`src/rtl/core/xmd_pkg.sv`:
```
`timescale 1ns / 1ps
// ---------------------------------------------------------------------------
// xmd_pkg
// Shared types and codes of the integer multiply / divide unit.
// ---------------------------------------------------------------------------
package xmd_pkg;

  localparam int WB_W = 7;  // holds an operand width of up to 64 bits

  typedef enum logic [2:0] {
    OP_MUL    = 3'd0,
    OP_IMUL_W = 3'd1,
    OP_IMUL_T = 3'd2,
    OP_DIV    = 3'd3,
    OP_IDIV   = 3'd4
  } op_t;

  typedef struct packed {
    logic [2:0]  op;
    logic [1:0]  width_sel;
    logic [63:0] a_low;
    logic [63:0] a_high;
    logic [63:0] b_operand;
    logic        b_is_imm8;
  } cmd_t;

  typedef struct packed {
    logic [63:0] result_low;
    logic [63:0] result_high;
    logic        carry_flag;
    logic        overflow_flag;
    logic        sign_flag;
    logic        divide_error;
  } res_t;

  // control word that rides along the cell chain
  typedef struct packed {
    logic            valid;
    logic [2:0]      op;
    logic [WB_W-1:0] wb;       // operand width in bits
    logic            neg_lo;   // negate product / quotient at the end
    logic            neg_hi;   // negate remainder at the end
    logic            pre_err;  // divide error known before the chain
  } ctl_t;

endpackage

```
`src/rtl/core/xmd_cell.sv`:
```
`timescale 1ns / 1ps
// ---------------------------------------------------------------------------
// xmd_cell
// One step of the chain: a shift-add multiply step or a restoring divide step.
// ---------------------------------------------------------------------------
module xmd_cell #(
  parameter int W = 64
) (
  input  logic            clk,
  input  logic            rst,
  input  xmd_pkg::ctl_t   ctl_in,
  input  logic [2*W-1:0]  acc_in,
  input  logic [W-1:0]    opnd_in,
  input  logic [W-1:0]    mplr_in,
  output xmd_pkg::ctl_t   ctl,
  output logic [2*W-1:0]  acc,
  output logic [W-1:0]    opnd,
  output logic [W-1:0]    mplr
);
  import xmd_pkg::*;

  localparam int DW = 2 * W;

  logic [DW:0]    sh;
  logic [W:0]     top, dif;
  logic           qbit;
  logic [DW-1:0]  acc_next;

  always_comb begin
    sh   = {acc_in, 1'b0};
    top  = sh[DW:W];
    dif  = top - {1'b0, opnd_in};
    qbit = (top >= {1'b0, opnd_in});
    if (ctl_in.op == OP_DIV || ctl_in.op == OP_IDIV) begin
      acc_next = {(qbit ? dif[W-1:0] : top[W-1:0]), sh[W-1:1], qbit};
    end else begin
      acc_next = sh[DW-1:0] + (mplr_in[W-1] ? {{W{1'b0}}, opnd_in} : '0);
    end
  end

  always_ff @(posedge clk) begin
    if (rst) begin
      ctl <= '0;
    end else begin
      ctl <= ctl_in;
    end
    acc  <= acc_next;
    opnd <= opnd_in;
    mplr <= mplr_in << 1;
  end

endmodule

```
`config.mk`:
```
export PLATFORM = sky130hd
export DESIGN_NAME = xmd_cell
export DESIGN_NICKNAME = d
export VERILOG_FILES = /design/src/rtl/core/xmd_pkg.sv /design/src/rtl/core/xmd_cell.sv
export SDC_FILE = /design/constraint.sdc
export NUM_CORES = 1
export LEC_CHECK = 0
export BUFFER_PORTS_ARGS = -buffer_cell sky130_fd_sc_hd__buf_2
export CAP_MARGIN = 20
export CORE_AREA = 3 3 212 214
export DETAILED_ROUTE_END_ITERATION = 6
export DIE_AREA = 0 0 215 217
export GPL_ROUTABILITY_DRIVEN = 0
export PLACE_DENSITY_LB_ADDON = 0.25
export SLEW_MARGIN = 20
export SYNTH_ARGS = -nofsm -noshare
export SYNTH_HDL_FRONTEND = slang
export SYNTH_SLANG_ARGS = --single-unit
```
`constraint.sdc`:
```
create_clock -name clk -period 4.76 [get_ports clk]
set_input_delay 0.714 -clock clk [delete_from_list [all_inputs] [get_ports clk]]
set_output_delay 0.714 -clock clk [all_outputs]
set_load 0.01 [all_outputs]
```
* Yosys cells after proc, flatten, opt, wreduce, memory -nomap -nowiden
Cells that the tools add are included.
** Word-level totals
- Latch bits :: 0
- Memories :: 0
- Flip-flop bits (word level) :: 269
- Memory bits (read-only) :: 0
- Logic and storage cells :: 18
- Output and inout bits :: 270
- Memory bits (writable) :: 0
** Cells by class
- $mul :: 0
- Add/subtract/negate cells :: 2
- Reduce and logical (&&, ||, !) cells :: 1
- Divide/modulo/power cells :: 0
- Muxes and demuxes :: 3
- Order comparisons :: 1
- Bitwise operators :: 0
- Eq/ne operators :: 2
- Shifts and indexed selects :: 0
** Operators by type and width (count)
- $add A128 B64 Y128 :: 1
- $mux W128 :: 1
- $mux W64 :: 2
- $ge A65 B64 Y1 :: 1
- $sub A64 B64 Y64 :: 1
- $eq A3 B2 Y1 const B :: 1
- $eq A3 B3 Y1 const B :: 1
- $logic_or A1 B1 Y1 :: 1

* Depth between registers and ports, before layout
Gate-level depths: netlist (run 1).
- Depth after elaboration :: 3
- Mapped depth :: 16
- Gate-level depth less buffers :: 14

* Worst setup path after synthesis (run 1)
OpenSTA, ideal clock, no wires.
- Path kind :: input -> register
- From :: input port mplr_in[63]
- To :: register acc[113]
- Data arrival time :: 4.116 ns
- Library setup time :: 0.060 ns
- Path slack :: 0.583 ns
- Path buffers :: 2
- Stages on the path :: 14
- Required time :: 4.700 ns
- Path through :: clkbuf_1 -> clkbuf_1 -> nand2_1 -> fa_1 -> nand2b_1 -> a21oi_1 -> o211a_1 -> o2111ai_1 -> a2111oi_2 -> nor3_1 -> o31a_1 -> or4_1 -> a21oi_1 -> o221a_1
** On the way
- Cells in the longest elaborated chain, start to end :: 3
** RTL lines
- start: declaration :: RTL line xmd_cell.sv:14 : input logic [W-1:0] mplr_in,
- $mux W64 :: RTL line xmd_cell.sv:37 : acc_next = sh[DW-1:0] + (mplr_in[W-1] ? {{W{1'b0}}, opnd_in} : '0);
- $add A128 B64 Y128 :: RTL line xmd_cell.sv:37
- $mux W128 :: RTL line xmd_cell.sv:34 : if (ctl_in.op == OP_DIV || ctl_in.op == OP_IDIV) begin
- named net acc_next[113] :: RTL line xmd_cell.sv:27 : logic [DW-1:0] acc_next;
- end signal: assignment :: RTL line xmd_cell.sv:47 : acc <= acc_next;
- end: declaration :: RTL line xmd_cell.sv:16 : output logic [2*W-1:0] acc,
The timed path passes the listed nets, and every way through them passes these cells.
A chain may end at the register's enable or synchronous reset.

* Final worst setup path (run 1)
- From :: input port mplr_in[63]
- To :: register acc[127]
The elaborated chain is that of the path after synthesis.

==> results of run 1 <==
cells in the final DEF, fill, tap and decap left out, drive strengths merged, types with 82 or more instances in the layout:
cell type    n
buf        602
dfxtp      269
nand2      267
a21oi      185
o21ai      159
nor2       153
ha         127
inv        119
and2        93
a21o        82
layer usage:
layer,part of all wire [%],track usage (%)
met2,47,56.38
met5,0.057,0
met4,5.1,14.12
met1,38,39.32
met3,10,6.842
cell usage after synthesis (42+ instances only):
cell        n
xnor2_1    64
ha_1      127
a21o_1     82
dfxtp_1   269
nor3_1     55
inv_1     118
a21oi_1   183
xor2_1     42
o21ai_0   149
clkbuf_1   77
nor2_1    153
nand2_1   267
nand4_1    57
and2_1     91
nand3_1    67
cell type report:
cell class	instances	share of cell area, %
inverter	118	1.971
multi-input combinational	1804	51.90
tap	585	3.257
antenna	2	0.02227
clock buffer	39	3.675
sequential	269	23.96
clock inverter	15	0.8964
timing repair buffer	602	14.32
report_power, final:
part | internal (W) | leakage (nW) | total [W] | switching, W
registers | 0.00249 | 2.27 | 0.00257 | 0.0000808
logic | 0.000825 | 7.69 | 0.00220 | 0.00138
clock network | 0.00144 | 0.493 | 0.00244 | 0.00100
per-stage QoR:
step | hold WS, ps | total power (W) | util (%) | cell area, um2 | cells
after global placement | 817.5 | 0.004736 | 49.77 | 21440 | 3378
after global routing | 211.0 | 0.007512 | 52.17 | 22470 | 3434
final | 229.9 | 0.007213 | 52.17 | 22470 | 3434
after detailed placement | 817.6 | 0.004753 | 49.77 | 21440 | 3378
after floorplan | 741.7 | 0.003842 | - | 17960 | 2307
after CTS | 202.3 | 0.007197 | 52.16 | 22470 | 3432
worst max path at each step:
stage                start                to  slack, ps  cells after the start
2_1_floorplan  mplr_in[63]  acc[113]$_DFF_P_        580                     14
3_3_place_gp    acc_in[63]  acc[120]$_DFF_P_        210                     16
3_5_place_dp   mplr_in[63]  acc[109]$_DFF_P_        230                     16
4_1_cts        mplr_in[63]  acc[109]$_DFF_P_        800                     17
5_1_grt        mplr_in[63]  acc[109]$_DFF_P_        520                     17
6_report       mplr_in[63]  acc[127]$_DFF_P_        660                     15
registers in the layout, summed over array words and instances (netlist names):
name	cells
mplr	63
opnd	64
acc	128
ctl	14
critical path: stages:
cell and delay [ps]:
buf_2 130, buf_12 170, and2_1 190, ha_1 360, a21oi_1 320, o21ai_0 270, a221oi_2 450, o211ai_1 210
or3_1 350, or3_1 380, a31oi_2 180, buf_4 270, nor2_1 110, a311oi_1 280, nor3_1 110
cells by family after synthesis:
family          count (synthesis)
xor+xnor                      106
compound gates                712
mux                            12
buf+inv                       234
flops                         269
simple gates                  844
fa+ha+maj                     129
other cells                     1
==> results.md, run 1 <==
* Fmax achieved at 244.0 MHz
* Compound-Gate Fraction of Synth Area at 26.92%
* Status: finished with violations
* Synth Cell Area at 0.01796 mm2
* Yosys warnings at 0
* CTS Buffer Depth at 3
* Primary FF master, synth: dfxtp_1
* Post-Syn Nets at 2708
* DR iter-0 viols at 2335
* Largest family of logic cells by synthesized area: compound AO/OA/AOI/OAI gates
* VDD IR max at 0.0002956 V
* Die span in x at 215 um
* Cells after synthesis at 2307
* CP required at 5210 ps
* Multiplexer share of the synthesized area at 0.6689%
* Leak at 10.45 nW
* FP Rows at 76
* Initial Util at 41.69%
* Worst EP arrival at 4550 ps
* Layout area overhead at 25.15%
* Slew Viols, Final at 0
* IO Count at 542
* Number of flops mapped to enable cells by yosys at 0
* H-tree Lvls at 1
* Fin crit share at 86.11%
* Synth area leader: dfxtp_1
* Wirelength per Cell at 23.64 um
* Hold depth at 1
* Critical Path Start Type: primary input
* Setup WS pre-CTS at 232.2 ps
* Crit Path Class: in -> reg
* DR vias/cell at 5.933
* Pwr dens at 321.0 mW/mm2
* Setup bufs post-CTS at 0
* Yosys reg bits at 269
* Slew @ Worst Pin at 836.3 ps
* Largest net degree at the start of global routing at 177
* Full die area at 0.04666 mm2
* Vias in the first global route at 19660
* Failing checks: DRC
* CTS sink cnt at 269
* Final min period at 4099 ps
* Die Y at 217 um
* Final TNS setup at 0 ps
* Final Hold Violating Endpoints at 0
* Max_slew headroom at 44.25%
* Post-cts gate resize count at 0
* Top cell type's share of synthesized area at 29.99%
* Adder-cell share of the synthesized area at 9.072%
* CTS Hold Bufs at 0
* Post-synthesis sequential area ratio at 29.99%
* Initial antenna violation count at 7
* Via Count at 20370
* Min-delay worst type: in -> reg
* Mean post-synth cell area at 7.784 um2
* Max-cap violations at 0
* TritonCTS clock tree: built
* # port buffers at 540
* Endpoint class of the critical path: flop
* Fraction of layout cells with a size suffix above 1 at 24.17%
* CTS Root Cell: clkbuf_16
* Total grt overflow at 0
* Nets at 3227
* 1st-pass router iterations at 7
* Synth Area in Simple Gates at 22.97%
* HPWL after DPL at 66080 um
* Count of final setup violators at 0
* Async set-reset flop share out of synthesis at 0%
* First-pass GRT wire length at 119200 um
* Setup repair after global routing missed its margin: no
* Synth area leaders: dfxtp_1 30%, ha_1 8.8%, nand2_1 5.6%, a21oi_1 5.1%, o21ai_0 4.2%
* Distinct cell type count after synthesis at 85
* CTS clock-pin slew for the worst setup and hold paths at 60 ps
* All-layer global routing usage at 32.62%
* Final ANT Viol Nets at 0
* Peak fanout along the critical path at 51
* Remaining DRCs at 2
* Drt total wl at 81170 um
* Final worst slack at 661.3 ps
* Filler cells at 4150
* Multi-input logic area at 0.01166 mm2
* Storage cell area at 0.005385 mm2
* Core Area at 0.04308 mm2
* TritonCTS buffer count at 31
* Hold Startpoint: mplr_in[9]
* Xor and xnor area share after synthesis at 5.170%
* Hold Path Sink: mplr[10]$_DFF_P_
Power figures use the tool's default switching activity.
==> inputs of run 2 (changes only) <==
- CAP_MARGIN: 20 -> unset
- clock period: 4.76 -> 3.9 ns (I/O delays scaled with it)
==> results.md, run 2 (synthesized netlist as in run 1, its figures left out) <==
* Status: finished clean
* Multi-input logic area at 0.01172 mm2
* Critical Path Start Type: primary input
* # port buffers at 540
* Most common cell after layout, fill and taps aside: buf_2
* Remaining DRCs at 0
* Crit Path Class: in -> reg
* Die span in x at 215 um
* CP required at 4340 ps
* All-layer global routing usage at 33.51%
* IO Count at 542
* Total power at 0.009107 W
* Top Registers: acc (128), opnd (64), mplr (63)
* CTS sink cnt at 269
* Wirelength per Cell at 21.90 um
* Fmax achieved at 266.9 MHz
* CTS Buffer Depth at 3
* Drt total wl at 82890 um
* H-tree Lvls at 1
* Max-cap violations at 0
* Fin crit share at 96.06%
* Total grt overflow at 0
* Final Hold Slack at 101.2 ps
* Via Count at 21740
* Min-delay worst type: in -> reg
* Max_slew headroom at 54.78%
* VDD IR max at 0.0003951 V
* Pwr dens at 361.7 mW/mm2
* Largest register FFs at 128
* Filler cells at 4022
* Count of final setup violators at 0
* Setup bufs post-CTS at 0
* Vias in the first global route at 21010
* HPWL after DPL at 69840 um
* Initial antenna violation count at 11
* DR iter-0 viols at 2188
* Fraction of layout cells with a size suffix above 1 at 32.69%
* Core Area at 0.04308 mm2
* Nets at 3573
* Storage cell area at 0.005385 mm2
* DR vias/cell at 5.744
* Final min period at 3746 ps
* Largest net degree at the start of global routing at 65
* Layout area overhead at 40.21%
* FP Rows at 76
* Die Y at 217 um
* 1st-pass router iterations at 5
* Critical-path cell list: buf_2, buf_4, buf_12, and2_1, ha_1, buf_4, buf_4, nand4_1, or2_2, nor3_1, buf_4, nand2_1, o211ai_1, buf_4, o2111a_1, nand2_1, o311a_1
* CTS Root Cell: clkbuf_16
* Final Hold Violating Endpoints at 0
* Slowest stage delay, CP at 530 ps
* Final Core Density at 58.45%
* Slew @ Worst Pin at 675.8 ps
* CTS clock-pin slew for the worst setup and hold paths at 70 ps
* Slew Viols, Final at 0
* Worst EP arrival at 4190 ps
* Endpoint class of the critical path: flop
* Peak fanout along the critical path at 23
* CTS Hold Bufs at 0
* TritonCTS clock tree: built
* Post-cts gate resize count at 0
* Most frequent CP cell: buf_4
* Initial Util at 41.69%
* First-pass GRT wire length at 122800 um
* Most frequent cells in the layout: 540 x buf_2, 402 x buf_4, 269 x dfxtp_1
* TritonCTS buffer count at 29
* Final ANT Viol Nets at 0
* Biggest register: acc
* Full die area at 0.04666 mm2
* Leak at 12.14 nW
* Critical-path top delay cell: o211ai_1
==> run 2: critical path, delay by kind of cell <==
kind | cells | cell delay (ps)
and+or+nand+nor | 6 | 930
AOI/OAI and AO/OA | 3 | 1250
adders and majority gates | 1 | 320
buffers and inverters | 7 | 1070
==> run 2: final timing paths <==
kind / from / to / depth (start not counted)
setup / recovery: mplr_in[63] / acc[99]$_DFF_P_ / 17
hold / removal: mplr_in[34] / mplr[35]$_DFF_P_ / 1
==> run 2: cell type report <==
class / count / share of cell area (%)
multi-input cells: 1804 / 46.55
clock buffers: 40 / 3.245
well taps: 585 / 2.907
diodes: 6 / 0.05963
flip-flops and latches: 269 / 21.39
repair buffers: 950 / 23.36
inverters: 118 / 1.759
clock inverters: 13 / 0.7355
==> run 2: power by group <==
part | total [W] | switching, W | internal [W]
combinational | 0.00309 | 0.00176 | 0.00133
sequential | 0.00313 | 0.0000937 | 0.00304
clock | 0.00289 | 0.00116 | 0.00173
total | 0.00911 | 0.00301 | 0.00609
==> run 2: through the flow <==
stage	setup TNS, ps	cells	worst slack, ps	instance area [um2]
final	0	3785	153.6	25180
after global routing	-17.17	3785	-17.17	25180
after CTS	0	3779	32.91	25100
after detailed placement	-20150	3726	-524.7	24100
after global placement	-18880	3726	-461.8	24100
after floorplan	0	2307	3.368	17960
==> run 2: per-layer routing <==
metal | up-vias | wire length [um] | global-route usage [%]
met3 | 288 | 7862 | 5.962
met5 | - | 13 | 0
met1 | 10090 | 31730 | 40.38
met4 | 2 | 4667 | 16.77
li1 | 10090 | - | -
met2 | 1269 | 38620 | 57.65
